File: src/hdl/integer_printf_formatter_assert.svh
// Assertion macros shared by the formatter RTL
`ifndef INTEGER_PRINTF_FORMATTER_ASSERT_SVH
`define INTEGER_PRINTF_FORMATTER_ASSERT_SVH

// Check a condition in the same cycle as its trigger
`define IPF_ASSERT_NOW(label, clk, rst_n, ante, cons, msg) \
	label: assert property (@(posedge clk) disable iff (!rst_n) (ante) |-> (cons)) \
		else $error(msg);

// Check a condition in the cycle after its trigger
`define IPF_ASSERT_NEXT(label, clk, rst_n, ante, cons, msg) \
	label: assert property (@(posedge clk) disable iff (!rst_n) (ante) |=> (cons)) \
		else $error(msg);

`endif

File: src/hdl/ipf_pkg.sv
// Types, constants and helper functions of the integer printf formatter
package ipf_pkg;

	localparam int MAX_WIDTH_DEF  = 63;
	localparam int VALUE_BITS_DEF = 32;

	// conversion codes
	localparam logic [1:0] CONV_SDEC = 2'd0;
	localparam logic [1:0] CONV_UDEC = 2'd1;
	localparam logic [1:0] CONV_LHEX = 2'd2;
	localparam logic [1:0] CONV_UHEX = 2'd3;

	// ASCII
	localparam logic [7:0] CH_MINUS   = 8'h2D;
	localparam logic [7:0] CH_PLUS    = 8'h2B;
	localparam logic [7:0] CH_ZERO    = 8'h30;
	localparam logic [7:0] CH_SPACE   = 8'h20;
	localparam logic [7:0] CH_UPPER_A = 8'h41;
	localparam logic [7:0] CH_LOWER_A = 8'h61;

	// digit buffer
	localparam int DIGIT_SLOTS = 16;
	localparam int DIGIT_IDX_W = 4;

	// divide by ten: q = (v * RECIP10) >> RECIP10_SHIFT, exact for v < 2**32
	localparam logic [31:0] RECIP10       = 32'hCCCCCCCD;
	localparam int          RECIP10_SHIFT = 35;

	typedef enum logic [3:0] {
		ST_IDLE,
		ST_DIV,
		ST_REM,
		ST_HEX,
		ST_PLAN,
		ST_LEAD,
		ST_SIGN,
		ST_ZERO,
		ST_DIGIT,
		ST_TRAIL
	} state_t;

	typedef struct packed {
		logic load;   // capture the reciprocal product
		logic hex;    // divide by sixteen instead of ten
	} unit_ctl_t;

	function automatic logic [7:0] digit_char(input logic [3:0] d, input logic upper);
		logic [7:0] base;
		base = upper ? CH_UPPER_A : CH_LOWER_A;
		if (d < 4'd10)
			return CH_ZERO + {4'h0, d};
		else
			return base + {4'h0, d} - 8'd10;
	endfunction

endpackage

File: src/hdl/ipf_digit_unit.sv
// Shared digit unit: one division by ten or sixteen with remainder
module ipf_digit_unit #(
	parameter int VALUE_BITS = ipf_pkg::VALUE_BITS_DEF
) (
	input  logic                  clk,
	input  ipf_pkg::unit_ctl_t    ctl,
	input  logic [VALUE_BITS-1:0] val,
	output logic [VALUE_BITS-1:0] quot,
	output logic [3:0]            digit
);

	localparam int PW = VALUE_BITS + 32;

	logic [PW-1:0]         prod_q;
	logic [VALUE_BITS-1:0] dec_quot;
	logic [VALUE_BITS-1:0] dec_rem;

	// hold the reciprocal product for the remainder cycle
	always_ff @(posedge clk) begin
		if (ctl.load)
			prod_q <= {{32{1'b0}}, val} * {{VALUE_BITS{1'b0}}, ipf_pkg::RECIP10};
	end

	assign dec_quot = VALUE_BITS'(prod_q >> ipf_pkg::RECIP10_SHIFT);
	assign dec_rem  = val - ((dec_quot << 3) + (dec_quot << 1));

	assign quot  = ctl.hex ? (val >> 4) : dec_quot;
	assign digit = ctl.hex ? val[3:0] : dec_rem[3:0];

endmodule

File: src/hdl/integer_printf_formatter.sv
// Top level of the integer printf formatter (%d, %u, %x, %X)
//
// Input channel (in_valid / in_stall): one word carries a value with its
// conversion, flags, field width and precision. in_stall is high whenever
// an item is in progress; one item is taken at a time.
// Output channel (out_valid / out_stall): one word per ASCII character, in
// print order: leading spaces, sign, zeros, digits, trailing spaces. last
// marks the final character of an item; total_count is the running count of
// characters including this one, wrapping at 32 bits.
// Decimal conversion runs each digit through the shared digit unit as a
// reciprocal multiply, then a remainder; hex takes each digit straight from
// the low four bits. Each print segment before the last character closes
// with a step that emits nothing, and the item ends on its last character.
// A zero value with an explicit zero precision, no width and no plus sign
// gives no words.
// Reset clears the running count and the output valid flag; the block comes
// up idle and ready. While the receiver stalls, the character register holds
// and the sequencer waits; the next item may be accepted while the last
// character of the previous one is still waiting.
module integer_printf_formatter #(
	parameter int MAX_WIDTH  = ipf_pkg::MAX_WIDTH_DEF,
	parameter int VALUE_BITS = ipf_pkg::VALUE_BITS_DEF
) (
	input  logic        clk,
	input  logic        arst_n,
	input  logic        in_valid,
	output logic        in_stall,
	input  logic [31:0] value,
	input  logic [1:0]  conversion,
	input  logic        left_justify,
	input  logic        zero_pad,
	input  logic        plus_flag,
	input  logic [5:0]  field_width,
	input  logic        precision_given,
	input  logic [5:0]  min_digits,
	output logic        out_valid,
	input  logic        out_stall,
	output logic [7:0]  character,
	output logic        last,
	output logic [31:0] total_count
);

	`include "integer_printf_formatter_assert.svh"

	localparam int WW = $clog2(MAX_WIDTH + 1);  // width of a character count
	localparam int PW = WW + 1;                 // headroom for layout sums
	localparam int DW = ipf_pkg::DIGIT_IDX_W;

	ipf_pkg::state_t state_q, state_d;

	// item registers
	logic [VALUE_BITS-1:0] val_q;
	logic                  upper_q;
	logic                  ljust_q;
	logic                  zpad_q;
	logic                  pgiven_q;
	logic [WW-1:0]         fw_q;
	logic [WW-1:0]         prec_q;
	logic                  sign_q;
	logic [7:0]            sign_ch_q;
	logic [DW-1:0]         nd_q;
	logic [3:0]            dig_q [ipf_pkg::DIGIT_SLOTS];
	logic [WW-1:0]         lead_q;
	logic [WW-1:0]         zeros_q;
	logic [WW-1:0]         trail_q;

	// sequencing
	logic [WW-1:0]         rem_q;
	logic [WW-1:0]         cnt_q;

	// output register
	logic                  out_valid_q;
	logic [7:0]            char_q;
	logic                  last_q;
	logic [31:0]           total_q;

	// accept-side decode
	logic                  in_take;
	logic [VALUE_BITS-1:0] v_in;
	logic                  neg_in;
	logic [VALUE_BITS-1:0] mag_in;
	logic [WW-1:0]         fw_in;
	logic [WW-1:0]         prec_in;
	logic                  skip_in;

	// digit unit
	ipf_pkg::unit_ctl_t    unit_ctl;
	logic [VALUE_BITS-1:0] unit_quot;
	logic [3:0]            unit_digit;

	// layout
	logic [PW-1:0]         nd_ext, prec_ext, fw_ext;
	logic [PW-1:0]         z0, b0, z1, b1, pad, n_all;
	logic                  zfill;

	// emit
	logic                  in_emit;
	logic [WW-1:0]         seg_len;
	logic                  seg_done;
	logic                  emit_go;
	logic [7:0]            emit_char;
	logic [DW-1:0]         dig_idx;

	ipf_digit_unit #(
		.VALUE_BITS (VALUE_BITS)
	) u_digit (
		.clk   (clk),
		.ctl   (unit_ctl),
		.val   (val_q),
		.quot  (unit_quot),
		.digit (unit_digit)
	);

	// Decode the incoming word: magnitude, sign, saturated width and precision.
	always_comb begin
		v_in    = value[VALUE_BITS-1:0];
		neg_in  = (conversion == ipf_pkg::CONV_SDEC) && v_in[VALUE_BITS-1];
		mag_in  = neg_in ? (~v_in + 1'b1) : v_in;
		fw_in   = (field_width > 6'(MAX_WIDTH)) ? WW'(MAX_WIDTH) : WW'(field_width);
		prec_in = (min_digits > 6'(MAX_WIDTH - 1)) ? WW'(MAX_WIDTH - 1) : WW'(min_digits);
		// zero value under an explicit zero precision prints no digits
		skip_in = precision_given && (min_digits == 6'd0) && (mag_in == '0);
	end

	// Lay out the field once the digit count is known.
	always_comb begin
		nd_ext   = PW'(nd_q);
		prec_ext = PW'(prec_q);
		fw_ext   = PW'(fw_q);
		z0       = (pgiven_q && (prec_ext > nd_ext)) ? (prec_ext - nd_ext) : '0;
		b0       = PW'(sign_q) + z0 + nd_ext;
		zfill    = zpad_q && !ljust_q && !pgiven_q && (fw_ext > b0);
		z1       = zfill ? (z0 + fw_ext - b0) : z0;
		b1       = zfill ? fw_ext : b0;
		pad      = (fw_ext > b1) ? (fw_ext - b1) : '0;
		n_all    = pad + b1;
	end

	// Control outputs of the sequencer.
	always_comb begin
		in_stall     = (state_q != ipf_pkg::ST_IDLE);
		in_take      = in_valid && (state_q == ipf_pkg::ST_IDLE);
		unit_ctl.load = (state_q == ipf_pkg::ST_DIV);
		unit_ctl.hex  = (state_q == ipf_pkg::ST_HEX);
		in_emit      = state_q inside {ipf_pkg::ST_LEAD, ipf_pkg::ST_SIGN, ipf_pkg::ST_ZERO,
		                               ipf_pkg::ST_DIGIT, ipf_pkg::ST_TRAIL};
		dig_idx      = nd_q - DW'(1) - cnt_q[DW-1:0];
		case (state_q)
			ipf_pkg::ST_LEAD: begin
				seg_len   = lead_q;
				emit_char = ipf_pkg::CH_SPACE;
			end
			ipf_pkg::ST_SIGN: begin
				seg_len   = WW'(sign_q);
				emit_char = sign_ch_q;
			end
			ipf_pkg::ST_ZERO: begin
				seg_len   = zeros_q;
				emit_char = ipf_pkg::CH_ZERO;
			end
			ipf_pkg::ST_DIGIT: begin
				seg_len   = WW'(nd_q);
				emit_char = ipf_pkg::digit_char(dig_q[dig_idx], upper_q);
			end
			ipf_pkg::ST_TRAIL: begin
				seg_len   = trail_q;
				emit_char = ipf_pkg::CH_SPACE;
			end
			default: begin
				seg_len   = '0;
				emit_char = ipf_pkg::CH_SPACE;
			end
		endcase
		seg_done = in_emit && (cnt_q == seg_len);
		emit_go  = in_emit && !seg_done && (!out_valid_q || !out_stall);
	end

	// Next state.
	always_comb begin
		state_d = state_q;
		case (state_q)
			ipf_pkg::ST_IDLE: begin
				if (in_valid) begin
					if (skip_in)
						state_d = ipf_pkg::ST_PLAN;
					else if (conversion[1])
						state_d = ipf_pkg::ST_HEX;
					else
						state_d = ipf_pkg::ST_DIV;
				end
			end
			ipf_pkg::ST_DIV: state_d = ipf_pkg::ST_REM;
			ipf_pkg::ST_REM: state_d = (unit_quot == '0) ? ipf_pkg::ST_PLAN : ipf_pkg::ST_DIV;
			ipf_pkg::ST_HEX: state_d = (unit_quot == '0) ? ipf_pkg::ST_PLAN : ipf_pkg::ST_HEX;
			ipf_pkg::ST_PLAN: state_d = (n_all == '0) ? ipf_pkg::ST_IDLE : ipf_pkg::ST_LEAD;
			ipf_pkg::ST_LEAD, ipf_pkg::ST_SIGN, ipf_pkg::ST_ZERO,
			ipf_pkg::ST_DIGIT, ipf_pkg::ST_TRAIL: begin
				if (emit_go && (rem_q == WW'(1))) begin
					// final character loaded: drop back to idle
					state_d = ipf_pkg::ST_IDLE;
				end else if (seg_done) begin
					case (state_q)
						ipf_pkg::ST_LEAD:  state_d = ipf_pkg::ST_SIGN;
						ipf_pkg::ST_SIGN:  state_d = ipf_pkg::ST_ZERO;
						ipf_pkg::ST_ZERO:  state_d = ipf_pkg::ST_DIGIT;
						ipf_pkg::ST_DIGIT: state_d = ipf_pkg::ST_TRAIL;
						default:           state_d = ipf_pkg::ST_IDLE;
					endcase
				end
			end
			default: state_d = ipf_pkg::ST_IDLE;
		endcase
	end

	// Control registers.
	always_ff @(posedge clk or negedge arst_n) begin
		if (!arst_n) begin
			state_q     <= ipf_pkg::ST_IDLE;
			rem_q       <= '0;
			cnt_q       <= '0;
			out_valid_q <= 1'b0;
			total_q     <= '0;
		end else begin
			state_q <= state_d;
			if (state_q == ipf_pkg::ST_PLAN) begin
				rem_q <= WW'(n_all);
				cnt_q <= '0;
			end else begin
				if (emit_go)
					rem_q <= rem_q - WW'(1);
				if (seg_done)
					cnt_q <= '0;
				else if (emit_go)
					cnt_q <= cnt_q + WW'(1);
			end
			if (emit_go) begin
				out_valid_q <= 1'b1;
				total_q     <= total_q + 32'd1;
			end else if (!out_stall) begin
				out_valid_q <= 1'b0;
			end
		end
	end

	// Item and character registers.
	always_ff @(posedge clk) begin
		if (in_take) begin
			val_q     <= mag_in;
			upper_q   <= (conversion == ipf_pkg::CONV_UHEX);
			ljust_q   <= left_justify;
			zpad_q    <= zero_pad;
			pgiven_q  <= precision_given;
			fw_q      <= fw_in;
			prec_q    <= prec_in;
			sign_q    <= neg_in || ((conversion == ipf_pkg::CONV_SDEC) && plus_flag);
			sign_ch_q <= neg_in ? ipf_pkg::CH_MINUS : ipf_pkg::CH_PLUS;
			nd_q      <= '0;
		end
		if ((state_q == ipf_pkg::ST_REM) || (state_q == ipf_pkg::ST_HEX)) begin
			// store the digit, least significant first, and advance
			dig_q[nd_q] <= unit_digit;
			val_q       <= unit_quot;
			nd_q        <= nd_q + DW'(1);
		end
		if (state_q == ipf_pkg::ST_PLAN) begin
			lead_q  <= ljust_q ? '0 : WW'(pad);
			trail_q <= ljust_q ? WW'(pad) : '0;
			zeros_q <= WW'(z1);
		end
		if (emit_go) begin
			char_q <= emit_char;
			last_q <= (rem_q == WW'(1));
		end
	end

	assign out_valid   = out_valid_q;
	assign character   = char_q;
	assign last        = last_q;
	assign total_count = total_q;

	`IPF_ASSERT_NEXT(a_busy_after_take, clk, arst_n, in_take, in_stall, "accepted item did not raise stall")
	`IPF_ASSERT_NEXT(a_count_step, clk, arst_n, emit_go, total_count == $past(total_count) + 32'd1, "running count did not advance by one")
	`IPF_ASSERT_NOW(a_idle_drained, clk, arst_n, state_q == ipf_pkg::ST_IDLE, rem_q == '0, "idle with characters still owed")

endmodule
File: config.mk
export PLATFORM = sky130hd
export DESIGN_NAME = integer_printf_formatter
export DESIGN_NICKNAME = d
export VERILOG_FILES = /design/src/hdl/ipf_pkg.sv /design/src/hdl/ipf_digit_unit.sv /design/src/hdl/integer_printf_formatter.sv
export VERILOG_INCLUDE_DIRS = /design/src /design/src/hdl
export SDC_FILE = /design/constraint.sdc
export NUM_CORES = 2
export LEC_CHECK = 0
export ABC_CLOCK_PERIOD_IN_PS = 19700
export BUFFER_PORTS_ARGS = -buffer_cell sky130_fd_sc_hd__buf_2
export CORE_ASPECT_RATIO = 1.4
export CORE_MARGIN = 1
export CORE_UTILIZATION = 35
export DETAILED_ROUTE_END_ITERATION = 10
export HOLD_SLACK_MARGIN = 0.08
export RECOVER_POWER = 25
export REMOVE_ABC_BUFFERS = 1
export SYNTH_ARGS = -nofsm -noshare
export SYNTH_HDL_FRONTEND = slang
export SYNTH_SLANG_ARGS = --single-unit
export TNS_END_PERCENT = 5
File: constraint.sdc
create_clock -name clk -period 19.7 [get_ports clk]
set_input_delay 1.97 -clock clk [delete_from_list [all_inputs] [get_ports clk]]
set_output_delay 1.97 -clock clk [all_outputs]
set_load 0.02 [all_outputs]
-- After elaboration in Yosys (flattened, before gate mapping)
Memories as Yosys holds them, arrays and structs flattened.
Index checks and enable logic that the tools add are counted.
- logic and storage cells: 133
- output and inout bits: 43
- memory bits (writable): 64
- memories kept: 1
- input bits: 54
- flip-flop bits (word level): 201
- $mul: 1
- muxes and demuxes: 35
- order comparisons: 6
- bitwise gates (word level): 1
- add/sub/neg operators: 19
- reductions and logical operators: 34
- eq/ne operators: 15
- memory list (memory ; depth ; width ; read ports ; clocked after Yosys merged registers in ; write ports ; RTL line ; source):
    dig_q ; 16 ; 4 ; 1 ; 0 ; 1 ; integer_printf_formatter.sv:62 ; logic [3:0] dig_q [ipf_pkg::DIGIT_SLOTS];
- operator list (kind ; count):
    $mux 32 ; 3
    $add 32x1->32 const B ; 2
    $logic_not 32->1 ; 2
    $mul 32x32->64 const B ; 1
    $mux 6 ; 7
    $not 32->32 ; 1
    $pmux 6 s5 ; 1
    $mux 29 ; 1
    $mux 4 ; 6
    $pmux 4 s6 ; 1
    $pmux 8 s3 ; 1
    $mux 7 ; 3
    $eq 4x3->1 const B ; 4
    $pmux 4 s4 ; 1
    $mux 3 ; 5
    $gt 6x7->1 ; 2
    $logic_and 1x1->1 ; 13
    $gt 6x6->1 const B ; 2
    $add 7x4->8 ; 1
    $eq 4x2->1 const B ; 2
    $eq 4x4->1 const B ; 2
    $mux 8 ; 1
    $sub 4x4->4 ; 2
    $sub 8x4->8 const B ; 1
    36 further kinds ; 46

-- Depth between registers and ports, before layout
- word-level depth: 14
- mapped depth: 45
- gate-level depth less buffers: 43

-- By module
From an unflattened synthesis, not the netlist that was laid out.
- cell total of the unflattened synthesis: 2910
- area total of the unflattened synthesis: 30015.0 µm²
- modules (own cells, without submodules) (module ; cells each ; instances ; area an instance (µm²) ; seq. area each (µm²)):
    ipf_digit_unit ; 1848 ; 1 ; 18388.9 ; 870.8
    integer_printf_formatter ; 1062 ; 1 ; 11626.2 ; 5580.4

-- Least setup slack after synthesis
OpenSTA, ideal clock, no wires.
- path type: register to register
- start: reg nd_q[1]
- end: reg state_q[2]
- setup slack: 11.189 ns
- data arrival time: 8.387 ns
- period minus slack after synthesis: 8.511 ns
- stages on the path, launching flop included: 42
- library setup time: 0.124 ns
- buffers on the path: 2
- required time: 19.576 ns
- cell sequence: edfxtp_1 > inv_1 > ha_1 > nor2b_1 > o21ai_0 > a21boi_0 > o21ai_0 > a21o_1 > clkbuf_1 > o21ai_0 > ha_1 > or2_2 > fa_1 > a21o_1 > a21oi_1 > xnor2_1 > inv_1 > ha_1 > [6 not listed] > nor2b_1 > o21a_1 > o21ai_0 > a21oi_1 > nor2_1 > or3_1 > clkbuf_1 > or2_2 > inv_1 > ha_1 > a21o_1 > a21oi_1 > o21ai_0 > a21oi_1 > xnor2_1 > o41a_1 > or3_1 > o31a_1
- longest elaborated chain between the ends: 14
- elaborated cells between the ends (all ways): 26
- classes of those cells: 5 x add/sub; 3 x order compare; 2 x eq/ne; 7 x mux; 9 x reduce/logical
- ends and longest elaborated chain (element ; RTL line ; source):
    start, declared ; integer_printf_formatter.sv:61 ; logic [DW-1:0] nd_q;
    start signal, assigned ; integer_printf_formatter.sv:263 ; nd_q <= nd_q + DW'(1);
    $gt 6x4->1 ; integer_printf_formatter.sv:130 ; z0 = (pgiven_q && (prec_ext > nd_ext)) ? (prec_ext - nd_ext) : '0;
    $logic_and 1x1->1 ; integer_printf_formatter.sv:130 ;
    $mux 7 ; integer_printf_formatter.sv:130 ;
    $add 1x7->7 ; integer_printf_formatter.sv:131 ; b0 = PW'(sign_q) + z0 + nd_ext;
    $add 7x4->7 (*) ; integer_printf_formatter.sv:131 ;
    $gt 6x7->1 ; integer_printf_formatter.sv:132 ; zfill = zpad_q && !ljust_q && !pgiven_q && (fw_ext > b0);
    $logic_and 1x1->1 ; integer_printf_formatter.sv:132 ;
    $mux 7 (*) ; integer_printf_formatter.sv:134 ; b1 = zfill ? fw_ext : b0;
    $sub 6x7->7 / $gt 6x7->1 (equally long branches) ; integer_printf_formatter.sv:135 ; pad = (fw_ext > b1) ? (fw_ext - b1) : '0;
    $mux 7 (*) ; integer_printf_formatter.sv:135 ;
    named net pad[1] ; integer_printf_formatter.sv:93 ; logic [PW-1:0] z0, b0, z1, b1, pad, n_all;
    $add 7x7->7 (*) ; integer_printf_formatter.sv:136 ; n_all = pad + b1;
    $logic_not 7->1 (*) ; integer_printf_formatter.sv:195 ; ipf_pkg::ST_PLAN: state_d = (n_all == '0) ? ipf_pkg::ST_IDLE : ipf_pkg::ST_LEAD;
    $mux 3 (*) ; integer_printf_formatter.sv:195 ;
    $pmux 4 s6 (*) ; integer_printf_formatter.sv:181 ; case (state_q)
    end signal, assigned ; integer_printf_formatter.sv:218 ; state_q <= ipf_pkg::ST_IDLE;
    end signal, assigned ; integer_printf_formatter.sv:224 ; state_q <= state_d;
    end, declared ; integer_printf_formatter.sv:49 ; ipf_pkg::state_t state_q, state_d;
The timed path passes the listed nets; every way through them passes the cells marked *.
A chain may end at the register's enable or synchronous reset.

-- Final worst setup path
Same ends and word-level chain as after synthesis.

==> impl_results.rst <==
.. list-table::
   :header-rows: 1

   * - Metric
     - Value
   * - Required time of the critical path
     - 20.15 ns
   * - Vertical die dimension
     - 343.0 um
   * - Half-perimeter wire length after placement
     - 69.04 mm
   * - Router iterations before antenna repair
     - 5
   * - Fraction of the cycle the final worst path needs
     - 0.4901
   * - Final number of max-transition violations
     - 167
   * - Top flip-flop cell by instance count after synthesis
     - sky130_fd_sc_hd__edfxtp_1
   * - Final design utilization
     - 0.3855
   * - # H-tree levels
     - 1
   * - Count of cells resized by post-cts repair
     - 0
   * - Post-Place Cell Area
     - 30760 um2
   * - Yosys Warn Count
     - 0
   * - Cts bufs inserted
     - 27
   * - DR vias/cell
     - 4.951
   * - Seq/Total Area, Yosys
     - 0.2220
   * - Clock insertion delay at the later pin of the skew report
     - 0.56 ns
   * - First-pass GRT wire length
     - 124.4 mm
   * - Peak per-stage delay on the critical path
     - 0.63 ns
   * - Die outline area
     - 84210 um2
   * - Buffers on Ports
     - 95
   * - Residual DRC
     - 0
   * - Result of the run
     - finished with violations
   * - Aggregate routed wire length
     - 80.05 mm
   * - Actual transition at the worst max-transition pin
     - 2.751 ns
   * - Crit path capture type
     - flop
   * - Slew HR
     - -0.8341
   * - Async set or reset register ratio after synthesis
     - 0.2197
   * - Most common cell after layout, fill and taps aside
     - sky130_fd_sc_hd__inv_1
   * - F_max
     - 103.6 MHz
   * - Number of sinks driven by the clock tree
     - 223
   * - Maximum clock path buffer count
     - 3
   * - Worst Setup Start Kind
     - flop
   * - Register bit count reported by yosys
     - 223
   * - Number of synthesized flops with an enable pin
     - 174
   * - Clock slew at reported path FFs
     - 0.06 ns
   * - Number of setup buffers added after CTS
     - 0
   * - Clock tree from TritonCTS
     - done
   * - Commonest cells after routing, fill and taps aside
     - 678 x sky130_fd_sc_hd__inv_1, 424 x sky130_fd_sc_hd__fa_1, 383 x sky130_fd_sc_hd__ha_1, 174 x sky130_fd_sc_hd__edfxtp_1, 130 x sky130_fd_sc_hd__nor2_1
   * - Largest net degree at the start of global routing
     - 50
   * - Number of global-route vias before repair
     - 21270
   * - Final routed wire length divided by cell count
     - 20.30 um
   * - I/O Pins
     - 97
   * - Number of antenna violations at the first check in global routing
     - 9
   * - Die W
     - 245.5 um
   * - Setup-violating endpoint count in the final report
     - 0
   * - Signal arrival time at the worst endpoint
     - 10.10 ns
   * - RSZ-0062 raised after global routing
     - false
   * - Leftover overflow at the end of global routing
     - 0
   * - Net total in the final layout
     - 3703
   * - Post-route clock skew
     - 0.01496 ns
   * - Number of max-cap violations
     - 4
   * - Number of distinct library cells after synthesis
     - 81
   * - Worst hold slack across all endpoints
     - 0.4855 ns
   * - Crit Path Max Fanout
     - 11
   * - Drt initial violations
     - 1002
   * - Violations in the final reports
     - max-capacitance violations, max-slew violations
   * - Placeable Area
     - 81920 um2
   * - Cell area after layout
     - 31580 um2
   * - Total routing resource utilization after global routing
     - 0.1958
   * - Setup Total Neg Slack
     - 0 ns
   * - Post-Synthesis Cells
     - 2761
   * - Hold Vio Cnt, Final
     - 0
   * - Share of final-layout standard cells stronger than drive strength 1
     - 0.06427
   * - Worst setup path class
     - reg2reg
   * - Hold_buf cts
     - 0
   * - Post-route minimum period
     - 9.656 ns
   * - Hold crit path type
     - reg2reg
   * - Master of the slowest instance on the critical path
     - sky130_fd_sc_hd__edfxtp_1
   * - Mapped Area
     - 29060 um2
   * - Average cell area after synthesis
     - 10.53 um2
   * - Critical Path Most Common Cell
     - sky130_fd_sc_hd__o21ai_0
   * - # rows
     - 124
   * - Cell at the root of the clock tree
     - sky130_fd_sc_hd__clkbuf_16
   * - Post-DRT Antenna Nets
     - 0
   * - Final GP Congestion
     - 0.9711
   * - Area added between synthesis and finish
     - 8.666%
   * - DR vias
     - 19530
   * - Initial core utilization
     - 0.3548
kinds of logic after synthesis:
group | count (synthesis) | share of synthesized area
muxes | 60 | 0.02785
other | 1 | 0.0001290
and+or+nand+nor | 466 | 0.08218
AOI/OAI and AO/OA | 330 | 0.07418
xor gates and xnor gates | 133 | 0.04008
buffers and inverters | 741 | 0.09669
DFF | 223 | 0.2220
adders and majority gates | 807 | 0.4569
registers in the layout, summed over array words and instances (netlist names), 7 cells and up:
name and flops:
character 7, u_digit.prod_q 29, val_q 32, dig_q 64, total_count 32
stage by stage:
| stage | worst slack [ns] | std cells |
|---|---|---|
| 2_1_floorplan | 11.34 | 2701 |
| 3_3_place_gp | 10.24 | 3883 |
| 3_5_place_dp | 10.06 | 3883 |
| 4_1_cts | 10.03 | 3933 |
| 5_1_grt | 9.140 | 3943 |
| 6_report | 10.04 | 3944 |
worst max-delay path, delay by kind of cell (launching register included):
family / cells / cell delay, ns
xor+xnor: 2 / 0.30
compound gates: 18 / 4.12
flops: 1 / 0.63
simple gates: 10 / 1.99
fa+ha+maj: 6 / 1.78
buf+inv: 4 / 0.68
final cells by class:
class | instances | area, um2
inverter | 681 | 2556
antenna | 10 | 25.02
clock inverter | 17 | 112.6
multi-input combinational | 1797 | 19820
fill | 8184 | 50340
clock buffer | 33 | 708.2
timing repair buffer | 112 | 574.3
sequential | 223 | 6451
tap | 1071 | 1340
Yosys cell counts (all sizes together) (36+ instances only):
library cell | n | area (um2)
clkbuf | 42 | 157.7
fa | 424 | 8488
o21ai | 63 | 315.3
edfxtp | 174 | 5225
inv | 678 | 2545
nand2 | 80 | 300.3
mux2i | 37 | 370.4
ha | 383 | 4792
nor2 | 131 | 494.2
xnor2 | 77 | 674.4
dfrtp | 49 | 1226
nand3 | 36 | 180.2
xor2 | 56 | 490.5
a21oi | 96 | 480.5
a21o | 40 | 300.3
layer usage:
layer | track usage | share of wire | wire length, um
met2 | 0.3691 | 0.54 | 43170
met1 | 0.2092 | 0.36 | 29020
met4 | 0.1096 | 0.065 | 5173
met5 | 0 | 0 | 0
met3 | 0.02315 | 0.034 | 2688
path summary, 6_finish.rpt:
kind	startpoint	to	slack, ns	depth (start not counted)
max	nd_q[1]	state_q[2]	10.04	40
min	total_count[29]	total_count[29]	0.49	1
max reg2reg	nd_q[1]	state_q[2]	10.04	40
min reg2reg	total_count[29]	total_count[29]	0.49	1
max in group asynchronous	arst_n	total_count[27]	15.76	2
min in group asynchronous	arst_n	total_count[6]	2.37	2
Power is not shown: default switching activity piles up to over one toggle a cycle in this logic, so the estimate is an artifact.
